--- src/sv/wsps_pkg.sv ---
package wsps_pkg;

  // strip geometry
  localparam int LED_COUNT    = 8;
  localparam int BITS_PER_LED = 32;
  localparam int LED_AW       = (LED_COUNT > 1) ? $clog2(LED_COUNT) : 1;
  localparam int BIT_W        = $clog2(BITS_PER_LED);
  localparam int CFG_W        = 16;
  localparam int CFG_IDX_W    = 3;

  // configuration reset values in ticks
  localparam logic [CFG_W-1:0] RST_ONE_HIGH  = CFG_W'(700 / 5);
  localparam logic [CFG_W-1:0] RST_ONE_LOW   = CFG_W'(800 / 5);
  localparam logic [CFG_W-1:0] RST_ZERO_HIGH = CFG_W'(350 / 5);
  localparam logic [CFG_W-1:0] RST_ZERO_LOW  = CFG_W'(600 / 5);
  localparam logic [CFG_W-1:0] RST_GAP       = CFG_W'(60000 / 5);

  // configuration register indexes
  localparam logic [CFG_IDX_W-1:0] CFG_ONE_HIGH  = 3'd0;
  localparam logic [CFG_IDX_W-1:0] CFG_ONE_LOW   = 3'd1;
  localparam logic [CFG_IDX_W-1:0] CFG_ZERO_HIGH = 3'd2;
  localparam logic [CFG_IDX_W-1:0] CFG_ZERO_LOW  = 3'd3;
  localparam logic [CFG_IDX_W-1:0] CFG_GAP       = 3'd4;

  // command codes
  localparam logic CMD_TICK  = 1'b0;
  localparam logic CMD_WRITE = 1'b1;

  typedef enum logic [1:0] {
    PH_LEAD  = 2'd0,
    PH_SEND  = 2'd1,
    PH_TRAIL = 2'd2
  } phase_t;

  typedef struct packed {
    logic        cmd;
    logic [2:0]  led_slot;
    logic [31:0] color_word;
  } in_item_t;

  typedef struct packed {
    logic       pin_level;
    logic [1:0] frame_phase;
    logic       frame_done;
  } out_item_t;

  // colour store write request
  typedef struct packed {
    logic              en;
    logic [LED_AW-1:0] addr;
    logic [31:0]       data;
  } store_wr_t;

endpackage

--- src/sv/ws2812_pulse_serializer.sv ---
// channel   direction  handshake             payload
// in        input      in_valid / in_stall    in_item  (cmd, led_slot, color_word)
// out       output     out_valid / out_stall  out_item (pin_level, frame_phase, frame_done)
// cfg       input      cfg_we                 cfg_index, cfg_data
//
// one transaction is taken every cycle while in_stall is low; its result is in the output
// register in the next cycle, or in the skid entry while out_stall holds that register.
// the colour store is read ahead, through its registered read port, at the LED the next tick needs,
// with write-first forwarding, so a tick never waits on the memory port.
// rst is synchronous; the store reads as zero until an entry is written.
// in_stall rises only when both the output register and its skid entry are full.
module ws2812_pulse_serializer (
  input  logic                           clk,
  input  logic                           rst,
  input  logic                           in_valid,
  output logic                           in_stall,
  input  wsps_pkg::in_item_t             in_item,
  output logic                           out_valid,
  input  logic                           out_stall,
  output wsps_pkg::out_item_t            out_item,
  input  logic                           cfg_we,
  input  logic [wsps_pkg::CFG_IDX_W-1:0] cfg_index,
  input  logic [wsps_pkg::CFG_W-1:0]     cfg_data
);
  import wsps_pkg::*;

  logic              fire;
  store_wr_t         wr;
  logic [LED_AW-1:0] rd_addr;
  logic [31:0]       rd_data;
  out_item_t         result;
  logic              full;

  assign fire     = in_valid && !in_stall;
  assign in_stall = full;

  // colour store write
  assign wr.en   = fire && (in_item.cmd == CMD_WRITE);
  assign wr.addr = in_item.led_slot[LED_AW-1:0];
  assign wr.data = in_item.color_word;

  wsps_store u_store (
    .clk     (clk),
    .rst     (rst),
    .wr      (wr),
    .rd_addr (rd_addr),
    .rd_data (rd_data)
  );

  wsps_frame u_frame (
    .clk       (clk),
    .rst       (rst),
    .cfg_we    (cfg_we),
    .cfg_index (cfg_index),
    .cfg_data  (cfg_data),
    .fire      (fire),
    .cmd       (in_item.cmd),
    .rd_data   (rd_data),
    .rd_addr   (rd_addr),
    .result    (result)
  );

  wsps_skid u_skid (
    .clk       (clk),
    .rst       (rst),
    .push      (fire),
    .push_item (result),
    .full      (full),
    .out_valid (out_valid),
    .out_stall (out_stall),
    .out_item  (out_item)
  );

  // every accepted transaction produces a result next cycle
  a_result_follows: assert property (@(posedge clk) disable iff (rst)
    (in_valid && !in_stall) |=> out_valid)
    else $error("accepted transaction produced no result");

  // skid entry fills only behind a held output
  a_stall_needs_output: assert property (@(posedge clk) disable iff (rst)
    in_stall |-> out_valid)
    else $error("input stalled with empty output register");

  // frame end reported only in the trailing gap
  a_done_in_trail: assert property (@(posedge clk) disable iff (rst)
    (out_valid && out_item.frame_done) |-> (out_item.frame_phase == PH_TRAIL))
    else $error("frame_done outside trailing gap");

  // pin only goes high while sending bits
  a_pin_high_in_send: assert property (@(posedge clk) disable iff (rst)
    (out_valid && out_item.pin_level) |-> (out_item.frame_phase == PH_SEND))
    else $error("pin high outside send phase");

endmodule

--- src/sv/wsps_store.sv ---
module wsps_store (
  input  logic                      clk,
  input  logic                      rst,
  input  wsps_pkg::store_wr_t       wr,
  input  logic [wsps_pkg::LED_AW-1:0] rd_addr,
  output logic [31:0]               rd_data
);
  import wsps_pkg::*;

  logic [31:0]          mem [LED_COUNT];
  logic [LED_COUNT-1:0] vld;

  // colour word array, no reset
  always_ff @(posedge clk) begin
    if (wr.en) begin
      mem[wr.addr] <= wr.data;
    end
  end

  // written flags, an unwritten entry reads as zero
  always_ff @(posedge clk) begin
    if (rst) begin
      vld <= '0;
    end else if (wr.en) begin
      vld[wr.addr] <= 1'b1;
    end
  end

  // registered read with write-first forwarding on the same entry
  always_ff @(posedge clk) begin
    if (rst) begin
      rd_data <= '0;
    end else if (wr.en && (wr.addr == rd_addr)) begin
      rd_data <= wr.data;
    end else if (vld[rd_addr]) begin
      rd_data <= mem[rd_addr];
    end else begin
      rd_data <= '0;
    end
  end

endmodule

--- src/sv/wsps_frame.sv ---
module wsps_frame (
  input  logic                         clk,
  input  logic                         rst,
  input  logic                         cfg_we,
  input  logic [wsps_pkg::CFG_IDX_W-1:0] cfg_index,
  input  logic [wsps_pkg::CFG_W-1:0]   cfg_data,
  input  logic                         fire,
  input  logic                         cmd,
  input  logic [31:0]                  rd_data,
  output logic [wsps_pkg::LED_AW-1:0]  rd_addr,
  output wsps_pkg::out_item_t          result
);
  import wsps_pkg::*;

  logic [CFG_W-1:0] one_high, one_low, zero_high, zero_low, gap;

  phase_t            phase, phase_next;
  logic [LED_AW-1:0] led, led_next;
  logic [BIT_W-1:0]  bit_cnt, bit_cnt_next;
  logic              high_half, high_half_next;
  logic [CFG_W-1:0]  tick_cnt, tick_cnt_next;
  logic              pin, pin_next;
  logic              held_bit, held_bit_next;
  logic              done;

  logic [CFG_W-1:0]  tick_inc;
  logic [CFG_W-1:0]  seg_len;
  logic              seg_end;
  logic              cur_bit;

  // configuration registers
  always_ff @(posedge clk) begin
    if (rst) begin
      one_high  <= RST_ONE_HIGH;
      one_low   <= RST_ONE_LOW;
      zero_high <= RST_ZERO_HIGH;
      zero_low  <= RST_ZERO_LOW;
      gap       <= RST_GAP;
    end else if (cfg_we) begin
      case (cfg_index)
        CFG_ONE_HIGH:  one_high  <= cfg_data;
        CFG_ONE_LOW:   one_low   <= cfg_data;
        CFG_ZERO_HIGH: zero_high <= cfg_data;
        CFG_ZERO_LOW:  zero_low  <= cfg_data;
        CFG_GAP:       gap       <= cfg_data;
        default: ;
      endcase
    end
  end

  // bit value: sampled from the store on the first high tick, else held
  assign cur_bit = (high_half && (tick_cnt == '0)) ? rd_data[bit_cnt] : held_bit;

  // segment length for the current tick
  always_comb begin
    case (phase)
      PH_SEND: begin
        if (high_half) begin
          seg_len = cur_bit ? one_high : zero_high;
        end else begin
          seg_len = cur_bit ? one_low : zero_low;
        end
      end
      default: seg_len = gap;
    endcase
  end

  // tick counter end test, a zero length acts as one tick
  assign tick_inc = tick_cnt + CFG_W'(1);
  assign seg_end  = (tick_inc >= seg_len) || (tick_inc == '0);

  // frame sequencer
  always_comb begin
    phase_next     = phase;
    led_next       = led;
    bit_cnt_next   = bit_cnt;
    high_half_next = high_half;
    tick_cnt_next  = tick_cnt;
    pin_next       = pin;
    held_bit_next  = held_bit;
    done           = 1'b0;
    if (fire && (cmd == CMD_TICK)) begin
      tick_cnt_next = seg_end ? '0 : tick_inc;
      case (phase)
        PH_LEAD: begin
          pin_next = 1'b0;
          if (seg_end) begin
            phase_next     = PH_SEND;
            led_next       = '0;
            bit_cnt_next   = BIT_W'(BITS_PER_LED - 1);
            high_half_next = 1'b1;
          end
        end
        PH_SEND: begin
          held_bit_next = cur_bit;
          if (high_half) begin
            pin_next = 1'b1;
            if (seg_end) begin
              high_half_next = 1'b0;
            end
          end else begin
            pin_next = 1'b0;
            if (seg_end) begin
              high_half_next = 1'b1;
              if (bit_cnt == '0) begin
                if (led == LED_AW'(LED_COUNT - 1)) begin
                  phase_next = PH_TRAIL;
                end else begin
                  led_next     = led + LED_AW'(1);
                  bit_cnt_next = BIT_W'(BITS_PER_LED - 1);
                end
              end else begin
                bit_cnt_next = bit_cnt - BIT_W'(1);
              end
            end
          end
        end
        default: begin
          pin_next = 1'b0;
          if (seg_end) begin
            done           = 1'b1;
            phase_next     = PH_LEAD;
            led_next       = '0;
            bit_cnt_next   = BIT_W'(BITS_PER_LED - 1);
            high_half_next = 1'b0;
          end
        end
      endcase
    end
  end

  // prefetch the word of the LED that the next tick works on
  assign rd_addr = led_next;

  always_ff @(posedge clk) begin
    if (rst) begin
      phase     <= PH_LEAD;
      led       <= '0;
      bit_cnt   <= BIT_W'(BITS_PER_LED - 1);
      high_half <= 1'b0;
      tick_cnt  <= '0;
      pin       <= 1'b0;
      held_bit  <= 1'b0;
    end else begin
      phase     <= phase_next;
      led       <= led_next;
      bit_cnt   <= bit_cnt_next;
      high_half <= high_half_next;
      tick_cnt  <= tick_cnt_next;
      pin       <= pin_next;
      held_bit  <= held_bit_next;
    end
  end

  // result of this transaction: a write reports the held level
  assign result.pin_level   = pin_next;
  assign result.frame_phase = phase;
  assign result.frame_done  = done;

endmodule

--- src/sv/wsps_skid.sv ---
module wsps_skid (
  input  logic                clk,
  input  logic                rst,
  input  logic                push,
  input  wsps_pkg::out_item_t push_item,
  output logic                full,
  output logic                out_valid,
  input  logic                out_stall,
  output wsps_pkg::out_item_t out_item
);
  import wsps_pkg::*;

  logic      skid_valid;
  out_item_t skid_item;
  logic      take;

  assign take = out_valid && !out_stall;
  assign full = skid_valid;

  // output register with one skid entry behind it
  always_ff @(posedge clk) begin
    if (rst) begin
      out_valid  <= 1'b0;
      skid_valid <= 1'b0;
    end else if (!out_valid || take) begin
      if (skid_valid) begin
        out_valid  <= 1'b1;
        skid_valid <= 1'b0;
      end else begin
        out_valid <= push;
      end
    end else if (push) begin
      skid_valid <= 1'b1;
    end
  end

  // payload, no reset
  always_ff @(posedge clk) begin
    if (!out_valid || take) begin
      if (skid_valid) begin
        out_item <= skid_item;
      end else if (push) begin
        out_item <= push_item;
      end
    end else if (push) begin
      skid_item <= push_item;
    end
  end

endmodule
--- config.mk ---
export PLATFORM = sky130hd
export DESIGN_NAME = ws2812_pulse_serializer
export DESIGN_NICKNAME = d
export VERILOG_FILES = /design/src/sv/wsps_pkg.sv /design/src/sv/ws2812_pulse_serializer.sv /design/src/sv/wsps_store.sv /design/src/sv/wsps_frame.sv /design/src/sv/wsps_skid.sv
export SDC_FILE = /design/constraint.sdc
export NUM_CORES = 1
export LEC_CHECK = 0
export BUFFER_PORTS_ARGS = -buffer_cell sky130_fd_sc_hd__buf_2
export CAP_MARGIN = 15
export CORE_UTILIZATION = 40
export DETAILED_ROUTE_END_ITERATION = 6
export SYNTH_ARGS = -nofsm -noshare
export SYNTH_HDL_FRONTEND = slang
export SYNTH_SLANG_ARGS = --single-unit
--- constraint.sdc ---
create_clock -name clk -period 8.45 [get_ports clk]
set_input_delay 2.535 -clock clk [delete_from_list [all_inputs] [get_ports clk]]
set_output_delay 2.535 -clock clk [all_outputs]
set_load 0.1 [all_outputs]
==> out/metrics.cfg, run 1 <==
[run_status]
status=finished, final reports clean

[cts]
cts_buffers=43
clock_path_buffers=3
cts.sinks=415
insertion_delay_ns=0.58
ctsHoldBuffers=0
tritoncts=built
post-cts-setup-buffers=0
cts.reportedPaths.clkPinSlew_ns=0.06
cts_root_buffer=clkbuf_16
ctsResizeCount=0
htreeDepth=2

[job]
maxCapViolations=0

[floorplan]
placementRows=76
die_area_sq_um=45200
ios=66
die_y_microns=213
start_util=0.408
dieWidth_microns=213
core_sq_um=43500

[critical_path]
arrival_ns=7.95
reg2reg_depth=20
crit_path_end_kind=register
cp_max_fo=18
r2r-end=u_store.rd_data[8]
r2r_slack_ns=0.98
critPathKind=register to register
start_kind=register
cp.required_ns=8.93
timing.rr.start=u_frame.bit_cnt[0]

[finish]
final_cells=2052
syn_to_final_growth_pct=12.9
drive_gt1_frac=0.208
fin_nets=1512

[synth]
syn_inst=1382
async_reset_ff_frac=0
synth-simple-area-share=0.0944
synth_area_sq_um=17700
yosysMostFrequentCell=edfxtp_1
synth_cell_types=67
syn_nets=1462
yosysWarnings=0
synth_compound_area_frac=0.109
syn_avg_cell_area_sq_um=12.8
synth_top_flop_cell=edfxtp_1
synth_top_family_by_area=multiplexers
synth-adder-area-share=0.0141
ys_seq_area_frac=0.617
synth_mux_area_frac=0.123
synth_seq_cells=415
yosys-top-cells-area=edfxtp_1 45%, dfxtp_1 17%, mux2i_1 4.6%
synth_edf_count=264
synth_top_cell_by_area=edfxtp_1
synth-xor-area-share=0.00980
yosys-top-cells-count=264 x edfxtp_1, 218 x nand2_1, 151 x dfxtp_1
synth_top_cell_area_share=0.447

[place]
place_congestion=0.827
hpwlAfterDp_microns=23800
numPortBuffers=65
place_inst=1972

[global_route]
busiest_layer=met2
grt_pass1_wl_microns=64500
met2_usage=0.332
use_met1=0.234
globalRoute.totalOverflow=0
grt_usage=0.189
grt_pass1_vias=11000
antenna_found_initial=4
grt_max_degree=127
use_met3=0.0321

[power_and_ir_drop]
pwr-share-seq=0.528
vdd_drop_max_mv=0.174
p_per_area_nw_per_um2=208
leakage_nw=7.26
internal_power_mw=3.26
switching_power_mw=0.895
power_frac_clock=0.437
power_frac_comb=0.035
swShare=0.215

[sta]
fin_crit_ns=7.47
period_share=0.885
max_freq_mhz=134
worstMarginPinSlew_ns=1.02
slew_headroom=0.318
skew_ns=0.0186
finalSetupTns_ns=0
setup_viol=0
hold_viol_final=0
rsz0062_at_grt=false
final_max_slew_viol_count=0

[drt]
routed_wl_microns=41700
via_per_inst=5.41
drtIter0Drc=708
ant_nets=0
post-route-drc-count=0
dr.pass1.iters=5
vias=11100
routedWlPerCell_microns=20.3

[worst_hold_path]
hold-path-endpoint=u_frame.gap[1]
worstHoldStart=u_frame.gap[1]
hp-class=register to register
holdPathStages=2

-- final cells by class --
type                       count  area (sq um)
tap                          585           732
multi-input combinational    839          6310
fill                        3920         23400
clock buffer                  65          1230
timing repair buffer          93           548
clock inverter                14           115
inverter                      40           150
sequential                   415         11000
antenna                        1          2.50
-- power groups by stage --
stage | clock network (mW) | registers [mW] | logic (mW)
2_1_floorplan | 0 | 2.25 | 0.0681
3_3_place_gp | 0 | 2.24 | 0.142
3_5_place_dp | 0 | 2.24 | 0.145
4_1_cts | 1.87 | 2.19 | 0.146
5_1_grt | 1.93 | 2.20 | 0.158
6_report | 1.82 | 2.19 | 0.145
-- worst max-delay path by stage --
stage                                   from                 end  slack, ns  cells past startpoint
final                     u_frame.bit_cnt[0]  u_store.rd_data[8]       0.98                     20
after detailed placement  u_frame.bit_cnt[0]  u_store.rd_data[8]       0.92                     20
after global routing      u_frame.bit_cnt[0]  u_store.rd_data[8]       0.59                     20
after global placement    u_frame.bit_cnt[0]  u_store.rd_data[8]       1.09                     20
after CTS                 u_frame.bit_cnt[0]  u_store.rd_data[8]       0.89                     20
after floorplan                     in_valid   u_store.mem[0][0]       1.91                      3
-- worst max-delay path: stages, from the launching register on --
cell,delay [ns]
dfxtp_1,0.70
mux4_2,0.60
mux4_2,0.47
mux2_2,0.30
mux2i_2,0.52
mux4_2,0.59
nand2_1,0.08
nand2_1,0.06
ha_1,0.26
nand2b_1,0.14
a2111oi_0,0.39
o311ai_0,0.19
a211oi_1,0.24
buf_4,0.19
o21a_1,0.40
o21a_1,0.38
nor2_4,0.09
xnor2_1,0.22
or4_2,1.03
buf_4,0.35
o32ai_2,0.16
-- stage by stage --
step           setup slack, ns  hold WS (ns)  utilization  total power, mW  area (sq um)
3_3_place_gp              1.09         0.441        0.430             2.38         18700
6_report                 0.976         0.453        0.461             4.16         20000
4_1_cts                  0.891         0.454        0.461             4.21         20000
5_1_grt                  0.588         0.471        0.461             4.29         20000
3_5_place_dp             0.923         0.446        0.430             2.38         18700
2_1_floorplan             1.91         0.433            -             2.31         17700
-- cells by family after synthesis --
logic type,after synthesis
adders and majority gates,20
buffers and inverters,128
and+or+nand+nor,376
DFF,415
AOI/OAI and AO/OA,248
xor gates and xnor gates,19
muxes,176
-- per-layer routing --
layer | share of wire | routed length [microns] | up-vias
li1 | - | - | 5246
met1 | 0.42 | 17700 | 5548
met2 | 0.51 | 21200 | 230
met3 | 0.043 | 1810 | 69
met4 | 0.024 | 996 | 6
met5 | 0.00091 | 38 | -
-- placed cells by master, fill, tap and decap left out, drive strengths merged, types with 43 or more instances in the layout --
cell,n
dfxtp,151
mux2,67
mux2i,83
clkbuf,65
nor2,51
buf,93
inv,43
nand2,218
a21oi,95
edfxtp,264
-- flip-flops by register name, indices dropped and copies added (netlist names) --
name / cells
u_store.mem: 256
u_store.rd_data: 32
u_frame.gap: 16
u_frame.one_high: 16
u_frame.one_low: 16
u_frame.tick_cnt: 16
u_frame.zero_high: 16
u_frame.zero_low: 16
u_store.vld: 8
u_frame.bit_cnt: 5
u_skid.out_item: 4
u_skid.skid_item: 4
u_frame.led: 3
u_frame.phase: 2
u_frame.held_bit: 1
u_frame.high_half: 1
u_frame.pin: 1
u_skid.full: 1
u_skid.out_valid: 1
Note: power is estimated with default switching activity, not from simulation.
==> inputs of run 2 (changes only) <==
--- a/config.mk
+++ b/config.mk
@@ -7,8 +7,9 @@
 export LEC_CHECK = 0
 export BUFFER_PORTS_ARGS = -buffer_cell sky130_fd_sc_hd__buf_2
 export CAP_MARGIN = 15
-export CORE_UTILIZATION = 40
+export CORE_UTILIZATION = 62
 export DETAILED_ROUTE_END_ITERATION = 6
+export PLACE_DENSITY = 0.8
 export SYNTH_ARGS = -nofsm -noshare
 export SYNTH_HDL_FRONTEND = slang
 export SYNTH_SLANG_ARGS = --single-unit
==> run 2 against run 1 <==
Sequential share of layout area grew 0.44 points; routed wire length shrank 6.7%; non-clock buffer count shrank 3; final area shrank 0.81%; critical path type unchanged; critical endpoint is now u_store.rd_data[18]; highest routed layer is now met4.
==> out/metrics.cfg, run 2 (synthesis results as in run 1) <==
[sta]
rsz0062_at_grt=false  ; unchanged
max_freq_mhz=131  ; was 134 MHz
worstMarginPinSlew_ns=1.09  ; was 1.02 ns
period_share=0.904  ; was 0.885
skew_ns=0.0148  ; was 0.0186 ns
final_max_slew_viol_count=0  ; unchanged
slew_headroom=0.274  ; was 0.318
finalSetupTns_ns=0  ; unchanged
setup_viol=0  ; unchanged
fin_crit_ns=7.64  ; was 7.47 ns
hold_viol_final=0  ; unchanged

[critical_path]
crit_path_end_kind=register  ; unchanged
arrival_ns=8.09  ; was 7.95 ns
r2r_slack_ns=0.81  ; was 0.98 ns
reg2reg_depth=19  ; was 20
cp_max_fo=31  ; was 18
timing.rr.start=u_frame.bit_cnt[0]  ; unchanged
cp.required_ns=8.90  ; was 8.93 ns
critPathKind=register to register  ; unchanged
start_kind=register  ; unchanged
r2r-end=u_store.rd_data[18]  ; was u_store.rd_data[8]

[floorplan]
ios=66  ; unchanged
core_sq_um=27900  ; was 43,500 sq um
dieWidth_microns=171  ; was 213 microns
start_util=0.635  ; was 0.408
placementRows=61  ; was 76
die_area_sq_um=29300  ; was 45,200 sq um
die_y_microns=171  ; was 213 microns

[finish]
mostFrequentLayoutCell=edfxtp_1  ; unchanged
fin_nets=1508  ; was 1,512
largest_reg_flops=256  ; unchanged
syn_to_final_growth_pct=12.0  ; was 12.9%
regMostFlops=u_store.mem  ; unchanged
reg.largest.list=u_store.mem (256), u_store.rd_data (32)  ; unchanged
nFillCells=1848  ; was 3,920
drive_gt1_frac=0.210  ; was 0.208
layout_common_cells=264 x edfxtp_1, 218 x nand2_1, 151 x dfxtp_1  ; unchanged

[run_status]
status=finished, final reports clean  ; unchanged

[drt]
routedWlPerCell_microns=21.1  ; was 20.3 microns
vias=11400  ; was 11,100
dr.pass1.iters=6  ; was 5
ant_nets=0  ; unchanged
routed_wl_microns=38900  ; was 41,700 microns
via_per_inst=6.19  ; was 5.41
post-route-drc-count=0  ; unchanged
drtIter0Drc=1043  ; was 708

[power_and_ir_drop]
finalPower_mw=4.26  ; was 4.16 mW
vdd_drop_max_mv=0.249  ; was 0.174 mV
p_per_area_nw_per_um2=214  ; was 208 nW/um^2
leakage_nw=7.31  ; was 7.26 nW

[worst_hold_path]
hold-path-endpoint=u_frame.zero_low[2]  ; was u_frame.gap[1]
holdPathStages=2  ; unchanged
hp-class=register to register  ; unchanged
worstHoldStart=u_frame.zero_low[2]  ; was u_frame.gap[1]

[global_route]
grt_pass1_wl_microns=60300  ; was 64,500 microns
grt_pass1_vias=11200  ; was 11,000
grt_usage=0.271  ; was 0.189
globalRoute.totalOverflow=0  ; unchanged
grt_max_degree=97  ; was 127
antenna_found_initial=1  ; was 4

[cts]
tritoncts=built  ; unchanged
ctsResizeCount=0  ; unchanged
cts.sinks=415  ; unchanged
insertion_delay_ns=0.54  ; was 0.58 ns
ctsHoldBuffers=0  ; unchanged
htreeDepth=2  ; unchanged
post-cts-setup-buffers=0  ; unchanged
cts_root_buffer=clkbuf_16  ; unchanged
cts.reportedPaths.clkPinSlew_ns=0.06  ; about the same
cts_buffers=42  ; was 43
clock_path_buffers=3  ; unchanged

[place]
place_congestion=0.859  ; was 0.827
numPortBuffers=65  ; unchanged
hpwlAfterDp_microns=22400  ; was 23,800 microns

[job]
maxCapViolations=0  ; unchanged

-- run 2: changes by cell type in the layout (fill, tap and decap cells not counted) --
cell        before  now
buf_4           27   23
clkbuf_1        15    6
clkbuf_8         7    3
bufinv_16        1    6
clkinv_4         0    1
clkinvlp_4       1    2
diode_2          1    2
clkinv_2         7   10
clkinv_1         2    5
buf_16           0    1
inv_4            1    0
-- run 2: where the power goes --
group / internal [mW] / leakage (nW) / total (mW) / switching, mW
combinational: 0.0402 / 2.99 / 0.142 / 0.102
clock: 1.15 / 0.709 / 1.92 / 0.775
sequential: 2.18 / 3.61 / 2.19 / 0.0113
total: 3.37 / 7.31 / 4.26 / 0.889
-- run 2: cell type report --
cell class | count | area, sq um | area share
Tap cell | 378 | 473 | 0.0238
Clock inverter | 26 | 302 | 0.0152
Antenna cell | 2 | 5.00 | 0.000252
Sequential cell | 415 | 11000 | 0.551
Clock buffer | 52 | 1140 | 0.0573
Inverter | 40 | 150 | 0.00755
Multi-Input combinational cell | 839 | 6310 | 0.318
Timing Repair Buffer | 90 | 546 | 0.0274
-- run 2: how the worst max path moves through the flow --
stage | startpoint | end | slack (ns) | cells past startpoint
final | u_frame.bit_cnt[0] | u_store.rd_data[18] | 0.81 | 19
after global routing | u_frame.bit_cnt[0] | u_store.rd_data[18] | 0.30 | 19
after CTS | u_frame.bit_cnt[0] | u_store.rd_data[18] | 0.78 | 18
after detailed placement | u_frame.bit_cnt[0] | u_store.rd_data[18] | 0.82 | 18
after global placement | u_frame.bit_cnt[0] | u_store.rd_data[10] | 0.99 | 19
after floorplan | in_valid | u_store.mem[0][0] | 1.91 | 3
-- run 2: per-stage QoR --
stage	hold WS, ns	worst slack [ns]	std cells	instance area (sq um)	util
floorplan	0.433	1.91	1382	17700	-
global placement	0.439	0.992	1761	18400	0.659
detailed placement	0.447	0.816	1761	18400	0.659
CTS	0.458	0.781	1839	19800	0.710
global route	0.475	0.296	1840	19900	0.711
finish	0.455	0.812	1842	19900	0.712
-- run 2: critical path, stage by stage (launching register included) --
cell and delay (ns):
dfxtp_1 0.74, mux4_2 0.59, mux4_2 0.48, mux2_2 0.30, mux2i_2 0.63, mux4_2 0.58
nand2_1 0.07, nand2_1 0.05, ha_1 0.26, nand2b_1 0.14, a2111oi_0 0.42, o311ai_0 0.18
a211oi_1 0.30, buf_4 0.21, o21a_1 0.38, o21a_1 0.39, nor2_4 0.10, xnor2_1 0.22
or4_2 1.17, o32ai_2 0.29
-- run 2: layer usage --
metal | vias to the layer above | part of all wire | global-route usage
li1 | 5258 | - | -
met1 | 5597 | 0.39 | 0.340
met2 | 452 | 0.52 | 0.473
met3 | 86 | 0.065 | 0.0437
met4 | 0 | 0.026 | 0.101
met5 | - | 0 | 0
